[config.mk]
export PLATFORM = sky130hd
export DESIGN_NAME = char_lcd_nibble_interface
export DESIGN_NICKNAME = d
export VERILOG_FILES = /design/src/hdl/clnib_pkg.sv /design/src/hdl/clnib_fifo.sv /design/src/hdl/clnib_seq.sv /design/src/hdl/char_lcd_nibble_interface.sv
export SDC_FILE = /design/constraint.sdc
export NUM_CORES = 1
export LEC_CHECK = 0
export BUFFER_PORTS_ARGS = -buffer_cell sky130_fd_sc_hd__buf_2
export CORE_ASPECT_RATIO = 1.5
export CORE_MARGIN = 1
export CORE_UTILIZATION = 62
export DETAILED_ROUTE_END_ITERATION = 7
export GPL_TIMING_DRIVEN = 0
export PLACE_DENSITY = 0.87
export SYNTH_ARGS = -nofsm -noshare
export SYNTH_HDL_FRONTEND = slang
export SYNTH_SLANG_ARGS = --single-unit
[constraint.sdc]
create_clock -name clk -period 8 [get_ports clk]
set_input_delay 0.8 -clock clk [delete_from_list [all_inputs] [get_ports clk]]
set_output_delay 0.8 -clock clk [all_outputs]
set_load 0.05 [all_outputs]
[src/hdl/clnib_pkg.sv]
`timescale 1ns / 1ps

package clnib_pkg;

  // Widths of the configuration port
  localparam int CFG_INDEX_W = 3;
  localparam int CFG_DATA_W  = 25;

  // Configuration register indexes
  localparam logic [CFG_INDEX_W-1:0] REG_PAUSE_TICKS      = 3'd0;
  localparam logic [CFG_INDEX_W-1:0] REG_POWERUP_WAIT     = 3'd1;
  localparam logic [CFG_INDEX_W-1:0] REG_WAIT_FIRST       = 3'd2;
  localparam logic [CFG_INDEX_W-1:0] REG_WAIT_SECOND      = 3'd3;
  localparam logic [CFG_INDEX_W-1:0] REG_WAIT_NIBBLE_MODE = 3'd4;
  localparam logic [CFG_INDEX_W-1:0] REG_FUNCTION_BYTE    = 3'd5;
  localparam logic [CFG_INDEX_W-1:0] REG_ENTRY_BYTE       = 3'd6;
  localparam logic [CFG_INDEX_W-1:0] REG_DISPLAY_BYTE     = 3'd7;

  // Register reset values
  localparam logic [15:0] PAUSE_TICKS_RST      = 16'd1000;
  localparam logic [19:0] PAUSE_LONG_RST       = 20'd10000;
  localparam logic [24:0] POWERUP_WAIT_RST     = 25'd17500000;
  localparam logic [24:0] WAIT_FIRST_RST       = 25'd1700000;
  localparam logic [24:0] WAIT_SECOND_RST      = 25'd300000;
  localparam logic [24:0] WAIT_NIBBLE_MODE_RST = 25'd1500000;
  localparam logic [7:0]  FUNCTION_BYTE_RST    = 8'h28;
  localparam logic [7:0]  ENTRY_BYTE_RST       = 8'h06;
  localparam logic [7:0]  DISPLAY_BYTE_RST     = 8'h0C;

  // Display instructions and init nibbles
  localparam logic [7:0] INSTR_LINE2_ADDR  = 8'hC0;
  localparam logic [7:0] INSTR_RETURN_HOME = 8'h02;
  localparam logic [7:0] INSTR_DISPLAY_OFF = 8'h08;
  localparam logic [7:0] INSTR_CLEAR       = 8'h01;
  localparam logic [3:0] NIB_WAKE          = 4'b0011;
  localparam logic [3:0] NIB_FOUR_BIT      = 4'b0010;

  // Cursor positions
  localparam logic [4:0] POS_LINE2   = 5'd8;
  localparam logic [4:0] POS_LAST    = 5'd15;

  // Init step numbers
  localparam logic [3:0] STEP_NIBBLE_LAST = 4'd3;
  localparam logic [3:0] STEP_BYTES_FIRST = 4'd4;
  localparam logic [3:0] STEP_OFF         = 4'd5;
  localparam logic [3:0] STEP_CLEAR       = 4'd6;
  localparam logic [3:0] STEP_ENTRY       = 4'd7;
  localparam logic [3:0] STEP_BYTES_END   = 4'd8;

  typedef enum logic [1:0] {
    CMD_TICK  = 2'd0,
    CMD_PRINT = 2'd1,
    CMD_BYTE  = 2'd2,
    CMD_INIT  = 2'd3
  } cmd_t;

  typedef struct packed {
    cmd_t       op;
    logic [7:0] value;
    logic       busy_line;
  } item_t;

  typedef struct packed {
    logic       pin_e;
    logic       pin_rs;
    logic       pin_rw;
    logic [3:0] data_nibble;
    logic       data_drive;
    logic       ready_res;
    logic       accepted;
  } result_t;

endpackage

[src/hdl/clnib_fifo.sv]
`timescale 1ns / 1ps

module clnib_fifo #(
  parameter type T     = logic,
  parameter int  DEPTH = 2
) (
  input  logic clk,
  input  logic rst,
  input  logic push,
  input  T     wdata,
  output logic full,
  input  logic pop,
  output T     rdata,
  output logic empty
);

  localparam int PW = (DEPTH > 1) ? $clog2(DEPTH) : 1;
  localparam int CW = $clog2(DEPTH + 1);

  T              mem [DEPTH];
  logic [PW-1:0] wr_ptr;
  logic [PW-1:0] rd_ptr;
  logic [CW-1:0] count;
  logic          do_push;
  logic          do_pop;

  assign full    = (count == CW'(DEPTH));
  assign empty   = (count == '0);
  assign do_push = push && !full;
  assign do_pop  = pop && !empty;
  assign rdata   = mem[rd_ptr];

  // Store the incoming entry
  always_ff @(posedge clk) begin
    if (do_push) begin
      mem[wr_ptr] <= wdata;
    end
  end

  // Advance pointers and track occupancy
  always_ff @(posedge clk) begin
    if (rst) begin
      wr_ptr <= '0;
      rd_ptr <= '0;
      count  <= '0;
    end else begin
      if (do_push) begin
        wr_ptr <= (wr_ptr == PW'(DEPTH - 1)) ? '0 : wr_ptr + 1'b1;
      end
      if (do_pop) begin
        rd_ptr <= (rd_ptr == PW'(DEPTH - 1)) ? '0 : rd_ptr + 1'b1;
      end
      if (do_push && !do_pop) begin
        count <= count + 1'b1;
      end else if (do_pop && !do_push) begin
        count <= count - 1'b1;
      end
    end
  end

endmodule

[src/hdl/clnib_seq.sv]
`timescale 1ns / 1ps

module clnib_seq
  import clnib_pkg::*;
(
  input  logic                   clk,
  input  logic                   rst,
  input  logic                   cfg_write,
  input  logic [CFG_INDEX_W-1:0] cfg_index,
  input  logic [CFG_DATA_W-1:0]  cfg_data,
  input  logic                   item_valid,
  input  item_t                  item,
  output logic                   item_take,
  output logic                   res_push,
  output result_t                res,
  input  logic                   res_full
);

  typedef enum logic [3:0] {
    PH_IDLE,
    PH_POLL_E1,
    PH_POLL_L1,
    PH_POLL_E2,
    PH_POLL_L2,
    PH_NIB_E,
    PH_NIB_L,
    PH_INIT_WAIT,
    PH_INIT_E
  } phase_t;

  // Configuration registers
  logic [15:0] pause_ticks;
  logic [19:0] pause_long;
  logic [24:0] powerup_wait;
  logic [24:0] wait_first;
  logic [24:0] wait_second;
  logic [24:0] wait_nibble_mode;
  logic [7:0]  function_byte;
  logic [7:0]  entry_byte;
  logic [7:0]  display_byte;

  // Sequencer state
  phase_t      phase, phase_next;
  logic [24:0] tick_count, tick_count_next;
  logic [3:0]  init_step, init_step_next;
  logic [8:0]  pending_prefix, pending_prefix_next;
  logic [8:0]  pending_byte, pending_byte_next;
  logic [4:0]  line_position, line_position_next;
  logic        current_nibble_low, current_nibble_low_next;

  logic go;

  assign go        = item_valid && !res_full;
  assign item_take = go;
  assign res_push  = go;

  // Hold configuration; keep the ten-pause length ready alongside pause_ticks
  always_ff @(posedge clk) begin
    if (rst) begin
      pause_ticks      <= PAUSE_TICKS_RST;
      pause_long       <= PAUSE_LONG_RST;
      powerup_wait     <= POWERUP_WAIT_RST;
      wait_first       <= WAIT_FIRST_RST;
      wait_second      <= WAIT_SECOND_RST;
      wait_nibble_mode <= WAIT_NIBBLE_MODE_RST;
      function_byte    <= FUNCTION_BYTE_RST;
      entry_byte       <= ENTRY_BYTE_RST;
      display_byte     <= DISPLAY_BYTE_RST;
    end else if (cfg_write) begin
      unique case (cfg_index)
        REG_PAUSE_TICKS: begin
          pause_ticks <= cfg_data[15:0];
          pause_long  <= {1'b0, cfg_data[15:0], 3'b000} + {3'b000, cfg_data[15:0], 1'b0};
        end
        REG_POWERUP_WAIT:     powerup_wait     <= cfg_data;
        REG_WAIT_FIRST:       wait_first       <= cfg_data;
        REG_WAIT_SECOND:      wait_second      <= cfg_data;
        REG_WAIT_NIBBLE_MODE: wait_nibble_mode <= cfg_data;
        REG_FUNCTION_BYTE:    function_byte    <= cfg_data[7:0];
        REG_ENTRY_BYTE:       entry_byte       <= cfg_data[7:0];
        REG_DISPLAY_BYTE:     display_byte     <= cfg_data[7:0];
        default: ;
      endcase
    end
  end

  // Work out pins and the next state for one tick
  always_comb begin : tick_logic
    logic        ready;
    logic        acc;
    logic [8:0]  cur;
    logic [24:0] tc_inc;
    logic [24:0] len;
    logic [7:0]  ib;

    phase_next              = phase;
    tick_count_next         = tick_count;
    init_step_next          = init_step;
    pending_prefix_next     = pending_prefix;
    pending_byte_next       = pending_byte;
    line_position_next      = line_position;
    current_nibble_low_next = current_nibble_low;

    ready = (phase == PH_IDLE);
    acc   = ready && (item.op != CMD_TICK);

    // Take a new command when idle
    if (acc) begin
      unique case (item.op)
        CMD_PRINT: begin
          pending_prefix_next = '0;
          if (line_position == POS_LINE2) begin
            pending_prefix_next = {1'b1, INSTR_LINE2_ADDR};
            line_position_next  = line_position + 1'b1;
          end else if (line_position > POS_LAST) begin
            pending_prefix_next = {1'b1, INSTR_RETURN_HOME};
            line_position_next  = 5'd1;
          end else begin
            line_position_next  = line_position + 1'b1;
          end
          pending_byte_next       = {1'b1, item.value};
          phase_next              = PH_POLL_E1;
          tick_count_next         = '0;
          current_nibble_low_next = 1'b0;
        end
        CMD_BYTE: begin
          pending_prefix_next     = '0;
          pending_byte_next       = {1'b0, item.value};
          phase_next              = PH_POLL_E1;
          tick_count_next         = '0;
          current_nibble_low_next = 1'b0;
        end
        CMD_INIT: begin
          init_step_next      = '0;
          pending_prefix_next = '0;
          phase_next          = PH_INIT_WAIT;
          tick_count_next     = '0;
        end
        default: ;
      endcase
    end

    // Drive pins from the state after any command
    cur = pending_prefix_next[8] ? {1'b0, pending_prefix_next[7:0]} : pending_byte_next;
    res             = '0;
    res.data_drive  = 1'b1;
    res.ready_res   = ready;
    res.accepted    = acc;
    unique case (phase_next)
      PH_POLL_E1, PH_POLL_E2: begin
        res.pin_e      = 1'b1;
        res.pin_rw     = 1'b1;
        res.data_drive = 1'b0;
      end
      PH_POLL_L1, PH_POLL_L2: begin
        res.pin_rw     = 1'b1;
        res.data_drive = 1'b0;
      end
      PH_NIB_E, PH_NIB_L: begin
        res.pin_e       = (phase_next == PH_NIB_E);
        res.pin_rs      = cur[8];
        res.data_nibble = current_nibble_low_next ? cur[3:0] : cur[7:4];
      end
      PH_INIT_WAIT: begin
        if (init_step_next == '0) begin
          res.data_nibble = '0;
        end else if (init_step_next >= STEP_BYTES_FIRST) begin
          res.data_nibble = NIB_FOUR_BIT;
        end else begin
          res.data_nibble = NIB_WAKE;
        end
      end
      PH_INIT_E: begin
        res.pin_e       = 1'b1;
        res.data_nibble = (init_step_next == STEP_NIBBLE_LAST) ? NIB_FOUR_BIT : NIB_WAKE;
      end
      default: ;
    endcase

    // Length of the current phase
    unique case (phase_next)
      PH_NIB_L: len = current_nibble_low_next ? {5'd0, pause_long} : {9'd0, pause_ticks};
      PH_INIT_WAIT: begin
        priority case (init_step_next)
          4'd0:    len = powerup_wait;
          4'd1:    len = wait_first;
          4'd2:    len = wait_second;
          default: len = wait_nibble_mode;
        endcase
      end
      default: len = {9'd0, pause_ticks};
    endcase

    // Next init byte after the current step
    priority case (init_step_next + 1'b1)
      STEP_BYTES_FIRST: ib = function_byte;
      STEP_OFF:         ib = INSTR_DISPLAY_OFF;
      STEP_CLEAR:       ib = INSTR_CLEAR;
      STEP_ENTRY:       ib = entry_byte;
      default:          ib = display_byte;
    endcase

    // Count the tick and advance the phase at its end
    tc_inc = tick_count_next + 1'b1;
    if (phase_next != PH_IDLE) begin
      if (tc_inc >= len) begin
        tick_count_next = '0;
        unique case (phase_next)
          PH_POLL_E1: phase_next = item.busy_line ? PH_POLL_L1 : PH_NIB_E;
          PH_POLL_L1: phase_next = PH_POLL_E2;
          PH_POLL_E2: phase_next = PH_POLL_L2;
          PH_POLL_L2: phase_next = PH_POLL_E1;
          PH_NIB_E:   phase_next = PH_NIB_L;
          PH_NIB_L: begin
            if (!current_nibble_low_next) begin
              current_nibble_low_next = 1'b1;
              phase_next              = PH_NIB_E;
            end else begin
              current_nibble_low_next = 1'b0;
              if (pending_prefix_next[8]) begin
                pending_prefix_next = '0;
                phase_next          = PH_POLL_E1;
              end else if (init_step_next >= STEP_BYTES_FIRST &&
                           init_step_next < STEP_BYTES_END) begin
                init_step_next    = init_step_next + 1'b1;
                pending_byte_next = {1'b0, ib};
                phase_next        = PH_POLL_E1;
              end else begin
                init_step_next = '0;
                phase_next     = PH_IDLE;
              end
            end
          end
          PH_INIT_WAIT: begin
            if (init_step_next < STEP_BYTES_FIRST) begin
              phase_next = PH_INIT_E;
            end else begin
              init_step_next          = STEP_BYTES_FIRST;
              pending_prefix_next     = '0;
              pending_byte_next       = {1'b0, function_byte};
              phase_next              = PH_POLL_E1;
              current_nibble_low_next = 1'b0;
            end
          end
          PH_INIT_E: begin
            init_step_next = init_step_next + 1'b1;
            phase_next     = PH_INIT_WAIT;
          end
          default: phase_next = PH_IDLE;
        endcase
      end else begin
        tick_count_next = tc_inc;
      end
    end
  end

  // Hold sequencer state; advance on each transfer
  always_ff @(posedge clk) begin
    if (rst) begin
      phase              <= PH_IDLE;
      tick_count         <= '0;
      init_step          <= '0;
      pending_prefix     <= '0;
      pending_byte       <= '0;
      line_position      <= '0;
      current_nibble_low <= 1'b0;
    end else if (go) begin
      phase              <= phase_next;
      tick_count         <= tick_count_next;
      init_step          <= init_step_next;
      pending_prefix     <= pending_prefix_next;
      pending_byte       <= pending_byte_next;
      line_position      <= line_position_next;
      current_nibble_low <= current_nibble_low_next;
    end
  end

endmodule

[src/hdl/char_lcd_nibble_interface.sv]
`timescale 1ns / 1ps
// Character LCD sequencer for a 4-bit bus, advanced one tick per input item.
// Input channel: push with cmd, value and busy_line while full is low; each
// transfer is one tick (cmd tick, print, command byte or init).
// Result channel: empty low shows one pin snapshot (pin_e, pin_rs, pin_rw,
// data_nibble, data_drive, ready_res, accepted); pop takes it.
// Every input item yields exactly one result, in order.
// Path: an input item waits in the command queue; the sequencer's result is
// registered into the result queue and shown on the result ports from there.
// Throughput: one item per cycle while results are popped; the sequencer
// settles each tick combinationally, and two small queues (command side,
// result side) decouple it from the ports.
// Stalls: when pop is held low the result queue fills, the sequencer stops,
// then the command queue fills and full rises; nothing is lost.
// Reset (rst, synchronous): queues empty, sequencer idle, cursor at zero,
// configuration registers back to their defaults.
// Configuration: cfg_write with cfg_index and cfg_data, taken at once; write
// only while no result is outstanding.
module char_lcd_nibble_interface
  import clnib_pkg::*;
#(
  parameter int QUEUE_DEPTH = 2
) (
  input  logic                   clk,
  input  logic                   rst,
  input  logic                   push,
  output logic                   full,
  input  logic [1:0]             cmd,
  input  logic [7:0]             value,
  input  logic                   busy_line,
  output logic                   empty,
  input  logic                   pop,
  output logic                   pin_e,
  output logic                   pin_rs,
  output logic                   pin_rw,
  output logic [3:0]             data_nibble,
  output logic                   data_drive,
  output logic                   ready_res,
  output logic                   accepted,
  input  logic                   cfg_write,
  input  logic [CFG_INDEX_W-1:0] cfg_index,
  input  logic [CFG_DATA_W-1:0]  cfg_data
);

  item_t   in_item;
  item_t   q_item;
  logic    q_empty;
  logic    q_take;
  result_t seq_res;
  logic    seq_push;
  logic    res_full;
  result_t out_res;

  // Classify the incoming command
  always_comb begin
    in_item.op        = cmd_t'(cmd);
    in_item.value     = value;
    in_item.busy_line = busy_line;
  end

  clnib_fifo #(
    .T     (item_t),
    .DEPTH (QUEUE_DEPTH)
  ) u_cmd_q (
    .clk   (clk),
    .rst   (rst),
    .push  (push),
    .wdata (in_item),
    .full  (full),
    .pop   (q_take),
    .rdata (q_item),
    .empty (q_empty)
  );

  clnib_seq u_seq (
    .clk        (clk),
    .rst        (rst),
    .cfg_write  (cfg_write),
    .cfg_index  (cfg_index),
    .cfg_data   (cfg_data),
    .item_valid (!q_empty),
    .item       (q_item),
    .item_take  (q_take),
    .res_push   (seq_push),
    .res        (seq_res),
    .res_full   (res_full)
  );

  clnib_fifo #(
    .T     (result_t),
    .DEPTH (QUEUE_DEPTH)
  ) u_res_q (
    .clk   (clk),
    .rst   (rst),
    .push  (seq_push),
    .wdata (seq_res),
    .full  (res_full),
    .pop   (pop),
    .rdata (out_res),
    .empty (empty)
  );

  // Unpack the oldest result onto the ports
  assign pin_e       = out_res.pin_e;
  assign pin_rs      = out_res.pin_rs;
  assign pin_rw      = out_res.pin_rw;
  assign data_nibble = out_res.data_nibble;
  assign data_drive  = out_res.data_drive;
  assign ready_res   = out_res.ready_res;
  assign accepted    = out_res.accepted;

endmodule
-- Word-level counts from Yosys, hierarchy flattened
Memories as Yosys holds them, arrays and structs flattened. A register that Yosys moved wholly into a read port is not among the register bits.
Cells that the tools add are included.
- flip-flop bits (word level): 225
- memory bits (writable): 42
- input bits: 44
- output and inout port bits: 12
- logic and storage cells: 193
- memories kept: 2
- $add $sub $neg: 12
- $lt $le $gt $ge: 5
- eq/ne operators: 28
- muxes and demuxes: 81
- reduce and logical (&&, ||, !) cells: 43
- memory list (memory ; words ; bits a word ; rd ports ; clocked after Yosys merged registers in ; wr ports ; line ; RTL):
    u_cmd_q.mem ; 2 ; 11 ; 1 ; 1 ; 1 ; clnib_fifo.sv:20 ; T mem [DEPTH];
    u_res_q.mem ; 2 ; 10 ; 1 ; 1 ; 1 ; clnib_fifo.sv:20 ;
- operators with widths (cell ; number):
    $mux W9 ; 15
    $mux W25 ; 4
    $pmux W25 S3 ; 1
    $pmux W9 S2 ; 4
    $mux W4 ; 16
    $pmux W25 S2 ; 1
    $eq A4 B3 Y1 const B ; 8
    $pmux W4 S8 ; 1
    $pmux W8 S4 ; 1
    $add A25 B1 Y25 const B ; 1
    $ge A25 B25 Y1 ; 1
    $mux W1 ; 24
    $pmux W4 S3 ; 2
    $add A19 B17 Y20 ; 1
    $mux W20 ; 1
    $eq A4 B2 Y1 const B ; 4
    $reduce_and A2 Y1 ; 8
    $eq A3 B3 Y1 const B ; 4
    $logic_and A1 B1 Y1 ; 11
    $mux W5 ; 2
    $eq A2 B2 Y1 const B ; 4
    $eq A4 B1 Y1 const B ; 2
    $logic_not A1 Y1 ; 8
    $logic_not A4 Y1 ; 2
    27 further kinds ; 43

-- Depth between registers and ports, before layout
- depth after elaboration: 12
- depth in mapped cells: 25
- depth with buffers taken out: 19

-- Hierarchy
From an unflattened synthesis, not the netlist that was laid out.
- cells, all modules: 1639
- area, all modules: 13469.2 µm²
- modules (own cells, without submodules) (module ; instances ; cells each ; area an instance (µm²) ; seq. area each (µm²)):
    clnib_seq ; 1 ; 1523 ; 11522.3 ; 4284.1
    clnib_fifo (u_cmd_q) ; 1 ; 59 ; 1007.2 ; 760.7
    clnib_fifo (u_res_q) ; 1 ; 56 ; 935.9 ; 700.7
    char_lcd_nibble_interface ; 1 ; 1 ; 3.8 ; 0.0

-- Worst setup path before layout
Ideal clock, no wire load.
- path type: flip-flop to flip-flop
- from: reg (tool-made name)
- to: reg u_seq.pending_byte[5]
- library setup time: 0.091 ns
- data arrival time: 5.762 ns
- data required time: 7.909 ns
- slack: 2.147 ns
- cell stages (with the launch flop): 24
- path buffers: 6
- cells stage by stage: dfxtp_1 -> buf_1 -> mux2i_1 -> ha_1 -> clkbuf_1 -> or3_1 -> buf_6 -> clkbuf_1 -> and2_1 -> ha_1 -> nand4_1 -> or3_1 -> nor3_1 -> xnor2_1 -> ha_1 -> nand3_1 -> or4_1 -> o311ai_0 -> o21a_1 -> or2_2 -> clkbuf_1 -> clkbuf_1 -> nand3_1 -> a311oi_1
- RTL lines (what ; line ; RTL):
    end signal: assignment ; clnib_seq.sv:272 ; pending_byte <= pending_byte_next;
    end: declaration ; clnib_seq.sv:47 ; logic [8:0] pending_byte, pending_byte_next;

==> qor.txt <==
final core occ: 69.7%
Post-Syn Area: 13700 um^2
actual slew at the worst max-slew pin: 1.37 ns
mux cell area share after synthesis: 3.24%
HPWL reported at the end of detailed placement: 31900 um
Tcrit/Tclk final: 94.1%
Initial Util: 63.2%
Worst R2R Setup Slack: 0.47 ns
Unique masters post-synth: 74
CTS tree: built
commonest cells after routing, fill and taps aside: 356 x nand2_1, 224 x dfxtp_1, 202 x a21oi_1
clock tree buffer depth: 3
simple-gate share of the synthesized area: 24.1%
GR Util met2: 66.0%
DR DRC count: 0
Fin Hold WS: 0.447 ns
number of routed nets with antenna violations: 0
Worst Hold Class: input pin to register
critical-path cell list: buf_2 > mux2i_1 > ha_1 > clkbuf_1 > or3_1 > buf_6 > clkbuf_2 > and2_1 > ha_1 > nand4_1 > nor4_1 > nand4_1 > xor2_1 > nor2_1 > ha_1 > nand4_1 > nor2_1 > nand3_1 > o211ai_1 > or2_2 > clkbuf_1 > clkbuf_2 > nand3_1 > a311oi_1
max-cap viol count: 0
Power, Total: 3.96 mW
CP max FO: 17
pin count of the biggest net entering global routing: 17
post-synthesis adder-cell area fraction: 4.70%
gp weighted congestion: 0.995
RSZ-0062 raised after global routing: false
DRT iter0 DRCs: 1366
CP arrival: 7.97 ns
number of fillers in the final layout: 1731
Post-synth ARST share: 0%
Post-Synth XOR/XNOR Area: 2.49%
Routed WL: 43300 um
number of buffers and inverters on the critical path: 6
area post-placement: 14300 um^2
Seq/Total Area, Yosys: 41.8%
Clock Skews: 0.0303 ns
Post-Layout Cell Count: 2054
peak supply drop: 0.191 mV
M1 GR Usage: 40.0%
I/O Buffers: 53
via density per instance: 6.50
GR peak layer: met2
post-synthesis compound-gate area fraction: 19.4%
Placed Cells: 2009
area growth from synthesis to layout: 10.2%
Setup Fix Bufs, Post-CTS: 0
Mapped Cells: 1684
CTS root buf: clkbuf_16
Post-synth EDFFs: 42
setup ws final: 0.472 ns
vias post-DR: 13.4k
setup TNS: 0 ns
Total GRT Usage: 38.6%
max-slew violations: 0
CTS Sinks: 266
Slowest-stage cell, CP: nor4_1
WP data required: 8.45 ns
P per Cell Area: 262 nW/um^2
FF+latch count, synth: 266
largest family of logic cells by synthesized area: simple AND/OR/NAND/NOR gates
leading cell type in the layout, fill and taps excluded: nand2_1
delay-heaviest family, CP: simple AND/OR/NAND/NOR gates
antenna violations before repair: 1
status: complete, no violations
Ys Warns: 0
I/O pin total: 56
Final min period: 7.53 ns
critical path class: register to register
Final setup viols: 0
Final Hold Vio Count: 0
WL/cell: 21.1 um
CTS Buf Count: 25
max_slew headroom: 8.50%
row count: 66
Clk Latency, worst-skew pair: 0.54 ns
proportion of layout cells with a drive suffix above 1: 8.31%
top_reg_cell synth: dfxtp_1
die area: 22800 um^2
syn nets: 1779
# H-tree levels: 1
Synth Area per Inst: 8.15 um^2
Design Area, Final: 15100 um^2
Max Clk Rate: 133 MHz
first-pass GRT wire length: 67100 um
Clock Pin Slew Worst Setup and Hold Paths: 0.06 ns
Core ar.: 21700 um^2
vias in the first global route: 13.0k
met3 GRT Util: 6.84%
CP endpoint kind: register
DIE HEIGHT: 184 um
global route overflow: 0
P_leak: 5.59 nW
drt pass-1 iters: 6
slowest stage delay, CP: 0.55 ns
dpl ws: -0.0185 ns
CP Launch Type: register
Layout Nets: 1858
Die Wd: 124 um
state kept, by name (all words and copies together) (netlist names), 2 cells and up, named ones only:
name,count
u_cmd_q.count,2
u_cmd_q.mem,22
u_res_q.count,2
u_res_q.mem,20
u_seq.display_byte,8
u_seq.entry_byte,8
u_seq.function_byte,8
u_seq.init_step,4
u_seq.line_position,5
u_seq.pause_long,17
u_seq.pause_ticks,16
u_seq.pending_byte,9
u_seq.pending_prefix,9
u_seq.phase,4
u_seq.powerup_wait,25
u_seq.tick_count,25
u_seq.wait_first,25
u_seq.wait_nibble_mode,25
u_seq.wait_second,25
routing by layer:
metal	up-vias	share of wire, %
met5	-	0
met4	0	9.2
met3	261	8.1
met2	782	49
met1	6167	34
li1	6151	-
cells in the mapped netlist, drive strengths merged, types with 6 or more instances:
cell type / count / share of area, %
nand3b: 44 / 2.4
nand2b: 18 / 0.82
edfxtp: 42 / 9.2
a211o: 14 / 0.89
nor3: 27 / 1.1
a21oi: 203 / 7.4
o21a: 6 / 0.33
or3: 14 / 0.64
a22o: 6 / 0.38
nand4: 16 / 0.73
nor2: 136 / 3.7
or4: 6 / 0.33
a21o: 9 / 0.49
xor2: 24 / 1.5
o211ai: 19 / 1.0
xnor2: 15 / 0.96
nor4: 7 / 0.32
nor3b: 6 / 0.33
o31ai: 8 / 0.57
mux2i: 31 / 2.3
or2: 7 / 0.32
a311oi: 10 / 0.64
nand2: 358 / 9.9
o21ai: 46 / 1.8
a221oi: 16 / 1.0
a222oi: 14 / 1.0
and3: 10 / 0.46
and2: 6 / 0.27
o32ai: 6 / 0.38
o22ai: 13 / 0.59
inv: 29 / 0.79
a31oi: 14 / 0.64
buf: 21 / 0.87
nand3: 56 / 2.0
ha: 50 / 4.6
clkbuf: 91 / 2.5
a211oi: 10 / 0.55
mux2: 12 / 0.98
dfxtp: 224 / 33
nor2b: 10 / 0.46
logic make-up (layout without fill, tap and decap cells):
family          Yosys count  count (layout)
mux                      43              43
other cells               0               1
fa+ha+maj                51              51
xor+xnor                 39              39
flops                   266             266
compound gates          419             419
simple gates            725             725
buf+inv                 141             238
worst reg2reg max path, cell delays in order, from the launching register on:
cell and delay [ns]:
dfxtp_1 0.39, buf_2 0.32, mux2i_1 0.50, ha_1 0.32, clkbuf_1 0.47, or3_1 0.21
buf_6 0.21, clkbuf_2 0.33, and2_1 0.25, ha_1 0.27, nand4_1 0.32, nor4_1 0.55
nand4_1 0.21, xor2_1 0.17, nor2_1 0.08, ha_1 0.32, nand4_1 0.11, nor2_1 0.28
nand3_1 0.19, o211ai_1 0.43, or2_2 0.23, clkbuf_1 0.45, clkbuf_2 0.42, nand3_1 0.13
a311oi_1 0.29
repair_timing:
item                       in CTS  in global routing
hold buffers                    0                  0
resized for setup               1                  5
setup endpoints to repair       9                 11
final cells by class:
| class | instances | area, um^2 | area share (%) |
|---|---|---|---|
| clock inverters | 7 | 47.5 | 0.314 |
| plain buffers | 111 | 468 | 3.09 |
| flip-flops and latches | 266 | 5750 | 38.0 |
| diodes | 1 | 2.50 | 0.0165 |
| inverters | 29 | 109 | 0.720 |
| well taps | 272 | 340 | 2.25 |
| clock buffers | 38 | 734 | 4.86 |
| repair buffers | 53 | 265 | 1.75 |
| multi-input cells | 1277 | 7410 | 49.0 |
power breakdown:
| part | total [mW] | internal, mW | switching (mW) |
|---|---|---|---|
| Clock | 1.15 | 0.635 | 0.518 |
| Sequential | 1.55 | 1.49 | 0.0564 |
| Combinational | 1.26 | 0.374 | 0.883 |
worst paths after layout:
path | from | end | cells past startpoint
max reg2reg | register | u_seq.pending_byte[6] | 24
max | register | u_seq.pending_byte[6] | 24
min | value[1] | u_cmd_q.mem[1][2] | 1
min reg2reg | u_seq.wait_nibble_mode[7] | u_seq.wait_nibble_mode[7] | 2
No activity file was read; power rests on OpenSTA's default activity.
